## src/rtl/core/btmx_pkg.sv

```systemverilog
`timescale 1ns / 1ps
// Package for the binary trie maximum-XOR core: sizes, codes and shared types.
// Used by every module under rtl/core; depends on nothing.
`default_nettype none

package btmx_pkg;

  localparam int KEY_BITS  = 32;
  localparam int MAX_NODES = 8192;
  localparam int KEY_W     = 32;
  localparam int NODE_W    = $clog2(MAX_NODES);
  localparam int CNT_W     = NODE_W + 1;
  localparam int LVL_W     = (KEY_BITS > 1) ? $clog2(KEY_BITS) : 1;

  // Highest next-free index at which an insert still has KEY_BITS nodes left.
  localparam logic [CNT_W-1:0] FREE_LIMIT = CNT_W'(MAX_NODES - KEY_BITS);
  localparam logic [LVL_W-1:0] TOP_LEVEL  = LVL_W'(KEY_BITS - 1);

  localparam logic KIND_INSERT = 1'b0;
  localparam logic KIND_QUERY  = 1'b1;

  localparam logic [1:0] STAT_OK    = 2'd0;
  localparam logic [1:0] STAT_EMPTY = 2'd1;
  localparam logic [1:0] STAT_FULL  = 2'd2;

  typedef struct packed {
    logic             kind;
    logic [KEY_W-1:0] key_value;
  } item_t;

  typedef struct packed {
    logic [1:0]       status;
    logic [KEY_W-1:0] max_xor;
  } result_t;

  typedef enum logic {
    OP_INSERT,
    OP_QUERY
  } op_t;

  // One decoded item as it waits between the front and the back.
  typedef struct packed {
    op_t              op;
    logic [KEY_W-1:0] key;
  } job_t;

  // Queue status seen by the front and the back.
  typedef struct packed {
    logic full;
    logic valid;
  } q_stat_t;

  // Child links of one trie node: index 0 for bit 0, index 1 for bit 1.
  typedef logic [1:0][NODE_W-1:0] links_t;

  typedef enum logic {
    BK_IDLE,
    BK_WALK
  } back_state_t;

endpackage

`default_nettype wire

```

## src/rtl/core/btmx_queue.sv

```systemverilog
`timescale 1ns / 1ps
// Two-entry job queue that decouples the front end from the trie walker.
// Depends on btmx_pkg.
`default_nettype none

module btmx_queue
  import btmx_pkg::*;
(
  input  wire logic clk,
  input  wire logic rst,
  input  wire logic push,
  input  wire job_t push_job,
  input  wire logic pop,
  output q_stat_t   q_stat,
  output job_t      head
);

  job_t       slots [2];
  logic       wr_ptr;
  logic       rd_ptr;
  logic [1:0] count;

  assign q_stat.full  = (count == 2'd2);
  assign q_stat.valid = (count != 2'd0);
  assign head         = slots[rd_ptr];

  always_ff @(posedge clk) begin
    if (rst) begin
      wr_ptr <= 1'b0;
      rd_ptr <= 1'b0;
      count  <= 2'd0;
    end else begin
      if (push) begin
        wr_ptr <= !wr_ptr;
      end
      if (pop) begin
        rd_ptr <= !rd_ptr;
      end
      case ({push, pop})
        2'b10:   count <= count + 2'd1;
        2'b01:   count <= count - 2'd1;
        default: count <= count;
      endcase
    end
  end

  always_ff @(posedge clk) begin
    if (push) begin
      slots[wr_ptr] <= push_job;
    end
  end

endmodule

`default_nettype wire

```

## config.mk

```make
export PLATFORM = sky130hd
export DESIGN_NAME = btmx_queue
export DESIGN_NICKNAME = d
export VERILOG_FILES = /design/src/rtl/core/btmx_pkg.sv /design/src/rtl/core/btmx_queue.sv
export SDC_FILE = /design/constraint.sdc
export NUM_CORES = 1
export LEC_CHECK = 0
export BUFFER_PORTS_ARGS = -buffer_cell sky130_fd_sc_hd__buf_2
export CORE_UTILIZATION = 55
export CTS_CLUSTER_SIZE = 25
export DETAILED_ROUTE_END_ITERATION = 6
export PLACE_DENSITY_LB_ADDON = 0.25
export SKIP_LAST_GASP = 1
export SYNTH_ARGS = -nofsm -noshare
export SYNTH_HDL_FRONTEND = slang
export SYNTH_SLANG_ARGS = --single-unit
```

## constraint.sdc

```tcl
create_clock -name clk -period 5.5 [get_ports clk]
set_input_delay 1.1 -clock clk [delete_from_list [all_inputs] [get_ports clk]]
set_output_delay 1.1 -clock clk [all_outputs]
set_load 0.05 [all_outputs]
```

=== Word-level counts from Yosys, hierarchy flattened ===
Memories as Yosys holds them, arrays and structs flattened. A register that Yosys moved wholly into a read port is not among the register bits.
Index checks and enable logic that the tools add are counted.

* Bits in registers: 4
* Memory bits (writable): 66
* Bits of input ports: 37
* Output and inout port bits: 35
* Memories: 1

{| class="wikitable"
|+ Memories
! memory !! depth !! width !! read ports !! clocked after memory_dff !! wr ports !! line !! source
|-
| slots || 2 || 33 || 1 || 1 || 1 || btmx_queue.sv:18 || <nowiki>job_t slots [2];</nowiki>
|}

* Add/sub/neg operators: 2
* Equal/unequal tests: 3
* Mux-type cells: 5
* Reduce and logical (&&, ||, !) cells: 4

{| class="wikitable"
|+ Operator list
! operator !! number
|-
| $eq 2x2->1 const B || 2
|-
| $mux 1 || 4
|-
| $pmux 2 s2 || 1
|-
| $reduce_bool 2->1 || 2
|-
| $add 2x1->2 const B || 1
|-
| $eq 2x1->1 const B || 1
|-
| $logic_not 1->1 || 2
|-
| $sub 2x1->2 const B || 1
|}

=== Logic depth before layout (Yosys ltp) ===
* Word-level depth: 3
* Mapped depth: 5

=== Worst setup path after synthesis ===
No wires, ideal clock.

* Path type: input port to flip-flop
* Start point: input push
* End point: memory slots[0][0] (netlist name) (enable)
* Data arrival time: 2,547 ps
* Slack: 2,530 ps
* Stages: 2
* Buffers on the path: 0
* Path through: inv_1 > nor2_1

* Cells in the longest elaborated chain, start to end: 2

{| class="wikitable"
|+ Ends and longest elaborated chain
! element !! line !! source
|-
| from (decl) || btmx_queue.sv:11 || <nowiki>input wire logic push,</nowiki>
|-
| $mux 1 || btmx_queue.sv:48 || <nowiki>if (push) begin</nowiki>
|-
| $mux 1 (not written as such) || btmx_queue.sv:49 || <nowiki>slots[wr_ptr] <= push_job;</nowiki>
|-
| to (decl) || btmx_queue.sv:18 ||
|}

Every way passes these cells.

==> out/metrics.yaml <==
power_and_ir_drop:
  power_density_nw_per_um2: 374
  p_leak_uw: 0.00120
  ir_drop_mv: 0.309
finish:
  multi_input_area_um2: 483
  final_cell_mix: "buf_2, edfxtp_1, mux2_2"
  areaGrowthSynthToFinish_pct: 22.1
  drive_gt1_frac: 0.565
  final_common_cell: "buf_2"
  nFillCells: 312
  final_core_util: 0.709
  layout.nets: 243
  seq_area_um2: 2080
  n_antenna_cell: 0
timing:
  period_minus_slack_ps: 3040
  setup_viol: 0
  max_slew_margin: 0.369
  fin_worst_skew_ps: 8.35
  hold_violations: 0
  slew_violations: 0
  min_period_over_period: 0.554
  tightest_slew_ps: 944
  finalSetupTns_ps: 0
  rsz0062_at_grt: "no"
  fmax_ghz: 0.328
grt:
  grt_pass1_wl_mm: 6.56
  grt_start_max_net_pins: 34
  grt_antenna_before_repair: 0
  grt_pass1_vias: 1420
  grt_overflow: 0
  grt_use_total: 0.183
clock_tree:
  clkLatencyLatePin_ps: 330
  cts_tree: "done"
  cts_repair_resize_count: 0
  cts.sinks: 71
  htreeDepth: 3
  cts_inserted_buffers: 9
  clk_path_buf_depth: 2
  clkTransAtPathRegs_ps: 60
  post_cts_buffers: 0
  holdBufCountCts: 0
  clock-root-buffer: "clkbuf_8"
flow_run:
  max_cap_violations: 0
critical_path:
  critPathLaunchType: "flip-flop"
  worst-endpoint-arrival_ps: 1940
  timing.rr.start: "wr_ptr"
  worst-path-max-fanout: 22
  rrSetupSlack_ps: 3770
  critPathCaptureType: "output port"
  crit_required_ps: 4400
  setup.worst_path.class: "flip-flop to output port"
synth:
  synth_simple_gate_area_frac: 0.0179
  synth.net_count: 163
  yosys.area_share.xor_xnor: 0.0136
  synth_cells: 125
  ys_seq_area_frac: 0.807
  synth_top_family_by_area: "multiplexers"
  ys_types: 15
  synth-adder-area-share: 0.00485
  avgSynthCellArea_um2: 20.6
  synthMuxAreaShare: 0.144
  synth_compound_area_frac: 0.00388
  ys_seq_elements: 71
  ys_warn_count: 0
  syn_area_um2: 2580
floorplanning:
  die_area_um2: 4970
  die_x_um: 70.5
  start_util: 0.581
  num_io_pins: 72
  rows: 24
  die_h_um: 70.5
  core_um2: 4440
run_status:
  violations: "design-rule violations"
  status: "finished with violations"
route:
  met2_length_mm: 2.05
  final_antenna_net_count: 0
  post-route-drc-count: 11
  wl_met3_um: 243
  wl_mm: 4.13
  wl_per_cell_um: 15.8
  first_pass_iters: 6
  vias: 1347
  drtIter0Drc: 85
  met1_length_mm: 1.78
  routed_via_density: 5.16
  routed.top_layer: "met4"
hold_path:
  hold_class: "flip-flop to flip-flop"
  hold_path.startpoint: "count[1]"
placed_design:
  hpwl_mm: 2.80
  gp_congestion: 0.662
  io_buffers: 71
[synthesized netlist by cell type (all sizes together)]
library cell / number / share of area
edfxtp: 66 / 0.77
inv: 1 / 0.0015
buf: 4 / 0.0078
or3: 1 / 0.0024
a21oi: 1 / 0.0019
xnor2: 3 / 0.010
and2: 1 / 0.0024
nor2: 5 / 0.0073
and2b: 1 / 0.0034
ha: 1 / 0.0048
dfxtp: 5 / 0.039
o21ai: 1 / 0.0019
xor2: 1 / 0.0034
or2: 1 / 0.0024
mux2: 33 / 0.14
[registers in the layout, indices dropped and copies added (netlist names), named ones only]
| name | flops |
|---|---|
| rd_ptr | 1 |
| wr_ptr | 1 |
| count | 2 |
| slots | 66 |
[power by group]
part           switching (µW)  internal, µW  total [µW]
clock network             163           157         320
logic                     153          63.4         217
registers                13.1           629         642
[routing by layer]
metal	GRT usage	vias to the layer above
li1	-	642
met1	0.220	655
met2	0.298	45
met3	0.0736	5
met4	0.0680	0
met5	0	-
[final cells by class]
| class | instances | share of cell area |
|---|---|---|
| clock buffer | 12 | 0.0429 |
| clock inverter | 3 | 0.00357 |
| inverter | 1 | 0.00119 |
| multi-input combinational | 49 | 0.153 |
| sequential | 71 | 0.661 |
| tap | 52 | 0.0207 |
| timing repair buffer | 73 | 0.118 |
[cell families (layout without fill, tap and decap cells)]
family	Yosys count	count (layout)
flops	71	71
simple gates	9	9
compound gates	2	2
buf+inv	5	89
xor+xnor	4	4
fa+ha+maj	1	1
mux	33	33
[worst max-delay path, cell delays in order, from the launching register on]
cell and delay, ps:
dfxtp_1 620, buf_4 390, mux2_2 390, buf_2 210
[metrics by stage]
stage	instances	worst slack (ps)	instance area (µm²)	power, µW	hold slack (ps)
2_1_floorplan	125	2530	2580	817	456
3_3_place_gp	246	2820	3000	865	470
3_5_place_dp	246	2780	3000	872	508
4_1_cts	261	2420	3150	1190	525
5_1_grt	261	2330	3150	1220	569
6_report	261	2460	3150	1180	519
[path summary, 6_finish.rpt]
kind | cells past startpoint | end
hold / removal | 2 | count[1]
setup reg to reg | 2 | slots[1][27]
setup / recovery | 3 | head[29]
hold reg to reg | 2 | count[1]
Power figures use the tool's default switching activity.
