<file path="src/rtl/core/btmx_pkg.sv">
`timescale 1ns / 1ps
// Package for the binary trie maximum-XOR core: sizes, codes and shared types.
// Used by every module under rtl/core; depends on nothing.
`default_nettype none

package btmx_pkg;

  localparam int KEY_BITS  = 32;
  localparam int MAX_NODES = 8192;
  localparam int KEY_W     = 32;
  localparam int NODE_W    = $clog2(MAX_NODES);
  localparam int CNT_W     = NODE_W + 1;
  localparam int LVL_W     = (KEY_BITS > 1) ? $clog2(KEY_BITS) : 1;

  // Highest next-free index at which an insert still has KEY_BITS nodes left.
  localparam logic [CNT_W-1:0] FREE_LIMIT = CNT_W'(MAX_NODES - KEY_BITS);
  localparam logic [LVL_W-1:0] TOP_LEVEL  = LVL_W'(KEY_BITS - 1);

  localparam logic KIND_INSERT = 1'b0;
  localparam logic KIND_QUERY  = 1'b1;

  localparam logic [1:0] STAT_OK    = 2'd0;
  localparam logic [1:0] STAT_EMPTY = 2'd1;
  localparam logic [1:0] STAT_FULL  = 2'd2;

  typedef struct packed {
    logic             kind;
    logic [KEY_W-1:0] key_value;
  } item_t;

  typedef struct packed {
    logic [1:0]       status;
    logic [KEY_W-1:0] max_xor;
  } result_t;

  typedef enum logic {
    OP_INSERT,
    OP_QUERY
  } op_t;

  // One decoded item as it waits between the front and the back.
  typedef struct packed {
    op_t              op;
    logic [KEY_W-1:0] key;
  } job_t;

  // Queue status seen by the front and the back.
  typedef struct packed {
    logic full;
    logic valid;
  } q_stat_t;

  // Child links of one trie node: index 0 for bit 0, index 1 for bit 1.
  typedef logic [1:0][NODE_W-1:0] links_t;

  typedef enum logic {
    BK_IDLE,
    BK_WALK
  } back_state_t;

endpackage

`default_nettype wire

</file>
<file path="src/rtl/core/btmx_front.sv">
`timescale 1ns / 1ps
// Front end: takes an item from the command port, decodes its kind and hands it on.
// Depends on btmx_pkg.
`default_nettype none

module btmx_front
  import btmx_pkg::*;
(
  input  wire logic    clk,
  input  wire logic    rst,
  input  wire logic    start,
  input  wire item_t   item,
  input  wire q_stat_t q_stat,
  output logic         busy,
  output logic         push,
  output job_t         push_job
);

  logic  front_valid;
  job_t  held_job;
  op_t   op_dec;
  logic  take;

  always_comb begin
    unique case (item.kind)
      KIND_INSERT: op_dec = OP_INSERT;
      KIND_QUERY:  op_dec = OP_QUERY;
      default:     op_dec = OP_INSERT;
    endcase
  end

  // The holding register frees up in the same cycle that it drains.
  assign busy     = front_valid && q_stat.full;
  assign take     = start && !busy;
  assign push     = front_valid && !q_stat.full;
  assign push_job = held_job;

  always_ff @(posedge clk) begin
    if (rst) begin
      front_valid <= 1'b0;
    end else begin
      front_valid <= take || (front_valid && q_stat.full);
    end
  end

  always_ff @(posedge clk) begin
    if (take) begin
      held_job.op  <= op_dec;
      held_job.key <= item.key_value;
    end
  end

endmodule

`default_nettype wire

</file>
<file path="config.mk">
export PLATFORM = sky130hd
export DESIGN_NAME = btmx_front
export DESIGN_NICKNAME = d
export VERILOG_FILES = /design/src/rtl/core/btmx_pkg.sv /design/src/rtl/core/btmx_front.sv
export SDC_FILE = /design/constraint.sdc
export NUM_CORES = 1
export LEC_CHECK = 0
export ABC_AREA = 1
export BUFFER_PORTS_ARGS = -buffer_cell sky130_fd_sc_hd__buf_2
export CAP_MARGIN = 20
export CORE_MARGIN = 8
export CORE_UTILIZATION = 30
export CTS_CLUSTER_SIZE = 28
export DETAILED_ROUTE_END_ITERATION = 8
export GPL_ROUTABILITY_DRIVEN = 0
export SLEW_MARGIN = 10
export SYNTH_ARGS = -nofsm -noshare
export SYNTH_HDL_FRONTEND = slang
export SYNTH_SLANG_ARGS = --single-unit
export TNS_END_PERCENT = 50
</file>
<file path="constraint.sdc">
create_clock -name clk -period 5.08 [get_ports clk]
set_clock_uncertainty 0.05 [all_clocks]
set_input_delay 0.254 -clock clk [delete_from_list [all_inputs] [get_ports clk]]
set_output_delay 0.254 -clock clk [all_outputs]
set_load 0.05 [all_outputs]
</file>
== Yosys cells after proc, flatten, opt, wreduce, memory -nomap -nowiden ==
Index checks and enable logic that the tools add are counted.

* Flip-flop bits (word level): 34
* Input bits: 38
* Output and inout bits: 35
* Word-level logic and storage cells: 11

* Multiplexer cells: 1
* Bitwise gates (word level): 1
* Reduce and logical (&&, ||, !) cells: 6

{| class="wikitable"
|+ Operator list
! cell !! count
|-
| $logic_and A1 B1 Y1 || 3
|-
| $logic_not A1 Y1 || 2
|-
| $pmux W1 S2 || 1
|-
| $logic_or A1 B1 Y1 || 1
|-
| $not A1 Y1 || 1
|}

== Depth between registers and ports, before layout ==
Gate-level depths: netlist (run 1).

* Word-level depth: 4
* Depth in mapped cells: 3
* Depth with buffers taken out: 3

== Worst setup path before layout (run 1) ==
No wires, ideal clock.

* Path type: reg-to-reg
* Start: register front_valid
* End: register held_job, in the netlist push_job[0] (enable)
* Setup time: 423 ps
* Data arrival time: 1,917 ps
* Data required time: 4,607 ps
* Path slack: 2,689 ps
* Stages on the path, launching flop included: 4
* Path buffers: 0
* Period minus slack after synthesis: 2,391 ps
* Cell sequence: dfxtp_1 > nand2_2 > inv_2 > nor2_1

* Word-level cells in the longest chain between the ends: 3

{| class="wikitable"
|+ Ends and longest elaborated chain
! item !! line !! source
|-
| start, declared || btmx_front.sv:19 || <nowiki>logic front_valid;</nowiki>
|-
| start signal, assigned || btmx_front.sv:42 || <nowiki>front_valid <= take || (front_valid && q_stat.full);</nowiki>
|-
| $logic_and A1 B1 Y1 || btmx_front.sv:33 || <nowiki>assign busy = front_valid && q_stat.full;</nowiki>
|-
| named net busy || btmx_front.sv:14 || <nowiki>output logic busy,</nowiki>
|-
| $logic_not A1 Y1 || btmx_front.sv:34 || <nowiki>assign take = start && !busy;</nowiki>
|-
| $logic_and A1 B1 Y1 || btmx_front.sv:34 ||
|-
| named net take || btmx_front.sv:22 || <nowiki>logic take;</nowiki>
|-
| end, declared || btmx_front.sv:20 || <nowiki>job_t held_job;</nowiki>
|}

The timed path passes the listed nets, and every way through them passes these cells.
A chain may end at the register's enable or synchronous reset.

== Worst setup path after layout (run 1) ==
* Start: register front_valid
* End: register held_job, in the netlist push_job[28] (enable)

* Word-level cells in the longest chain between the ends: 3

{| class="wikitable"
|+ Ends and longest elaborated chain
! item !! line
|-
| $logic_and A1 B1 Y1 || btmx_front.sv:33
|-
| $logic_not A1 Y1 || btmx_front.sv:34
|-
| $logic_and A1 B1 Y1 || btmx_front.sv:34
|-
| named net take || btmx_front.sv:22
|}

The timed path passes the listed nets, and every way through them passes these cells.

==> qor.yml, run 1 <==
status: "finished, final reports clean"
postCtsResizedCells: 0
fill_cells: 321
yosysWarnings: 0
syn_avg_cell_area_um2: 25.5
first_global_vias: 775
grt_max_degree: 34
syn_inst: 41
initial_standard_cell_utilization_of_the_core: 0.313
synth_edf_count: 33
cts_tree: "built"
grt_first_pass_wirelength_um: 3390
critical_path.max_stage_delay_ps: 660
cp_data_required_time_ps: 4980
timing.max_slew.rel_slack: 0.413
detail-route-antenna-nets: 0
insertedDiodeCount: 0
synth.largest_area_cell: "edfxtp_1"
max_freq_ghz: 0.643
fin_ws_ps: 3520
synthDominantCellAreaShare: 0.949
crit_fanout: 33
crit_path_top_delay_cell: "nor2_4"
critical_path.top_delay_family: "simple AND/OR/NAND/NOR gates"
hold_violations: 0
area_growth_pct: 46.0
layout.nets: 158
setup_viol: 0
cts.reportedPaths.clkPinSlew_ps: 100
placement.io_buffers: 71
drt_iter0_markers: 34
numCtsBuffers: 5
place_worst_setup_slack_ps: 3430
final.period_utilization: 0.306
avgViaCountPerCell: 3.97
ys_ff_latch: 34
die_h_um: 75.0
detail_route.wl_per_cell_um: 14.2
drt_drc_violations_left: 0
clock_tree_root: "clkbuf_4"
cts-hold-fix-buffers: 0
crit_path_cell_trace: "nand2_2 > inv_2 > nor2_4"
startpoint_type: "register"
antenna_violations_before_repair: 0
floorplan.io_pins: 73
post-place-cells: 158
cts.path.max_buffers: 2
grt_setup_unrepaired: "false"
die_width_um: 75.0
cp-end-kind: "register"
utilization: 0.457
largest_cells_by_area_after_synthesis: "edfxtp_1 95%, dfxtp_1 1.9%, a21oi_2 0.84%"
core.rowCount: 21
post_synth_num_cell_types: 7
dieArea_um2: 5630
clock_insertion_delay_worst_skew_ps: 310
global_route.overflow_total: 0
setup-tns-final_ps: 0
max_slew.worst_pin.slew_ps: 878
num_vias: 663
cellLeakagePower_uw: 0.000667
core_um2: 3340
yosysSeqAreaShare: 0.968
post-cts-setup-buffer-count: 0
final_cells: 167
synth.top_cells.by_count: "33 x edfxtp_1, 2 x inv_1, 2 x nor2_1"
synth_flop_cell: "edfxtp_1"
synth_async_sr_flop_share: 0
vdd_ir_drop_max_mv: 0.182
grt_util_all_layers: 0.0858
timing_max_transition_violations_final: 0
drv_cap: 0
drt-pass1-iter-count: 4
post_route_cells_drive_above_1_share: 0.669
worst_hold_path_type: "in -> reg"
worst_hold_slack_ps: 55.0
cts-htree-levels: 2
clkSinkCount: 34
period_minus_slack_ps: 1560
worst-path-buf-inv: 1
routed_wirelength_um: 2370
synthesis.nets: 79
netlist_area_um2: 1040
cp_data_arrival_time_ps: 1450
synthMostInstantiatedCell: "edfxtp_1"
p_per_area_nw_per_um2: 366
timing_worst_setup_path_type: "reg -> reg"
[kinds of logic (layout without fill, tap and decap cells)]
logic type,Yosys count,count (layout),share of synthesized area
flip-flops,34,34,0.968
AND/OR/NAND/NOR,3,3,0.0132
buffers and inverters,3,83,0.0108
AO/OA/AOI/OAI,1,1,0.00838
[metal layers]
layer,share of wire,up-vias,GRT usage
li1,-,312,-
met1,0.32,293,0.0687
met4,0.016,0,0.0522
met3,0.23,4,0.0999
met2,0.43,54,0.119
met5,0,-,0
[per-stage QoR]
stage | total power, uW | instance area (um^2)
global route | 585 | 1530
global placement | 431 | 1470
floorplan | 402 | 1040
detailed placement | 433 | 1470
CTS | 568 | 1520
finish | 558 | 1530
[registers in the layout (all words and copies together) (netlist names)]
signal	flops
front_valid	1
push_job	33
[cell type report]
class,instances,area (um^2),area share
clock buffer,6,41.3,0.0271
tap,46,57.6,0.0377
clock inverter,2,8.76,0.00574
sequential,34,1010,0.663
multi-input combinational,4,30.0,0.0197
inverter,3,11.3,0.00738
timing repair buffer,72,365,0.240
[where the power goes]
group	leakage [uW]	total [uW]	internal [uW]	switching [uW]
Clock	0.0000297	133	52.0	80.7
Sequential	0.000328	330	327	3.56
Combinational	0.000310	94.8	21.5	73.3
Total	0.000667	558	400	158
[placed cells by master (no fill, tap or decap), types with 2 or more instances in the layout]
cell type	count
clkbuf_4	5
edfxtp_1	33
buf_2	71
inv_1	2
[worst paths after layout]
check / from / to / slack, ps / cells past startpoint
min reg2reg: front_valid$_SDFF_PP0_ / front_valid$_SDFF_PP0_ / 440 / 2
min: item[24] / push_job[24]$_DFFE_PP_ / 50 / 1
max reg2reg: front_valid$_SDFF_PP0_ / push_job[28]$_DFFE_PP_ / 3520 / 3
max: front_valid$_SDFF_PP0_ / push_job[28]$_DFFE_PP_ / 3520 / 3
Power figures use the tool's default switching activity.
==> run 2: changes to the inputs <==
==> constraint.sdc (replaced) <==
create_clock -name clk -period 1.6 [get_ports clk]
set_clock_uncertainty 0.05 [all_clocks]
set_input_delay 0.08 -clock clk [delete_from_list [all_inputs] [get_ports clk]]
set_output_delay 0.08 -clock clk [all_outputs]
set_load 0.05 [all_outputs]
==> qor.yml, run 2 (synthesis gave the netlist of run 1 again) <==
insertedDiodeCount: 0
worst-path-buf-inv: 2
timing.critical_path.depth: 3
fin_ws_ps: 314
layout_common_cells: "71 x buf_2, 35 x dlygate4sd3_1, 33 x edfxtp_1"
vdd_ir_drop_max_mv: 0.736
avgViaCountPerCell: 3.97
antenna_violations_before_repair: 0
dpl-instance-area_um2: 1480
die_width_um: 75.0
detail-route-antenna-nets: 0
timing_worst_setup_path_type: "reg -> out"
crit_path_top_delay_cell: "dfxtp_1"
post_route_cells_drive_above_1_share: 0.529
area_of_combinational_cells_with_multiple_inputs_um2: 30.0
fill_cells: 261
grt_first_pass_wirelength_um: 4300
cp_data_required_time_ps: 1470
setup-tns-final_ps: 0
drt_drc_violations_left: 0
clkSinkCount: 34
timing.hold.worst_path_depth: 4
largest_register_ffs: 33
status: "finished, final reports clean"
internal-power_uw: 1330
period_minus_slack_ps: 1290
p_per_area_nw_per_um2: 993
worst_hold_path_type: "in -> reg"
grt_util_all_layers: 0.110
grt_max_degree: 22
final.period_utilization: 0.804
placement.io_buffers: 71
p_sw_uw: 540
drt-pass1-iter-count: 2
detail_route.wl_per_cell_um: 14.1
drt_iter0_markers: 24
routed_wirelength_um: 2870
final_design_area_no_fill_um2: 1880
timing.max_slew.rel_slack: 0.820
num_vias: 806
hold_violations: 0
worst_hold_slack_ps: 306
setup_viol: 0
layout.nets: 194
cp_data_arrival_time_ps: 1160
r2r.worst_path.cells: 4
floorplan.io_pins: 73
timing_max_transition_violations_final: 0
cts.path.max_buffers: 2
final_common_cell: "buf_2"
cp-end-kind: "output pin"
startpoint_type: "register"
critical_path.max_stage_delay_ps: 370
initial_standard_cell_utilization_of_the_core: 0.313
crit_fanout: 2
place_worst_setup_slack_ps: 419
cts-htree-levels: 2
crit_path_cell_trace: "inv_1 > nor2_1 > buf_2"
cellLeakagePower_uw: 0.000820
sequential_cell_area_um2: 1010
global_route.overflow_total: 0
dieArea_um2: 5630
cts_tree: "built"
first_global_vias: 920
clock_tree_root: "clkbuf_4"
max_freq_ghz: 0.778
critical_path.top_delay_family: "flip-flops"
post-cts-setup-buffer-count: 0
max_slew.worst_pin.slew_ps: 270
clock_insertion_delay_worst_skew_ps: 340
core.rowCount: 21
clockPowerShare: 0.239
drv_cap: 0
die_h_um: 75.0
share_comb_of_total_power: 0.200
numCtsBuffers: 5
cts.reportedPaths.clkPinSlew_ps: 110
grt_setup_unrepaired: "false"
sw_frac_of_total: 0.289
seq_power_share: 0.562
area_growth_pct: 80.0
core_um2: 3340
run 2: changes by cell type in the layout (fill, tap and decap cells not counted), sizes merged:
cell	change
dlygate4sd3	+34
buf	+2
run 2: timing repair:
item,in CTS,in global routing
resized for setup,0,0
hold endpoints to repair,34,0
hold buffers,35,0
endpoints found under the setup margin,0,0
run 2: worst paths after layout:
path,start,end,slack (ps)
worst max-delay path,front_valid$_SDFF_PP0_,push,310
worst min-delay path,start,push_job[17]$_DFFE_PP_,310
worst max register to register,front_valid$_SDFF_PP0_,push_job[3]$_DFFE_PP_,390
worst min register to register,front_valid$_SDFF_PP0_,push_job[17]$_DFFE_PP_,850
run 2: stage by stage:
stage | cells | utilization | total power (uW)
after floorplan | 41 | - | 1280
after global placement | 160 | 0.444 | 1370
after detailed placement | 160 | 0.444 | 1380
after CTS | 203 | 0.564 | 1880
after global routing | 203 | 0.564 | 1950
final | 203 | 0.564 | 1870
run 2: cell type report:
| class | count | share of cell area |
|---|---|---|
| Sequential cell | 34 | 0.538 |
| Timing Repair Buffer | 108 | 0.383 |
| Tap cell | 46 | 0.0306 |
| Clock buffer | 6 | 0.0220 |
| Multi-Input combinational cell | 4 | 0.0160 |
| Inverter | 3 | 0.00599 |
| Clock inverter | 2 | 0.00466 |
run 2: power groups by stage:
stage / registers [uW] / logic (uW) / clock network (uW)
2_1_floorplan: 1240 / 31.3 / 0
3_3_place_gp: 1070 / 306 / 0
3_5_place_dp: 1070 / 309 / 0
4_1_cts: 1050 / 375 / 454
5_1_grt: 1050 / 392 / 504
6_report: 1050 / 373 / 446
run 2: worst reg2reg max path, stage by stage, from the launching register on:
cell     delay (ps)
dfxtp_1         340
nand2_2          80
inv_2            50
nor2_4           80
buf_4           280
run 2: metal layers:
layer | part of all wire | vias to the layer above | GRT usage
met3 | 0.17 | 7 | 0.0932
li1 | - | 385 | -
met2 | 0.45 | 54 | 0.162
met4 | 0.018 | 0 | 0.0587
met1 | 0.36 | 360 | 0.103
met5 | 0 | - | 0
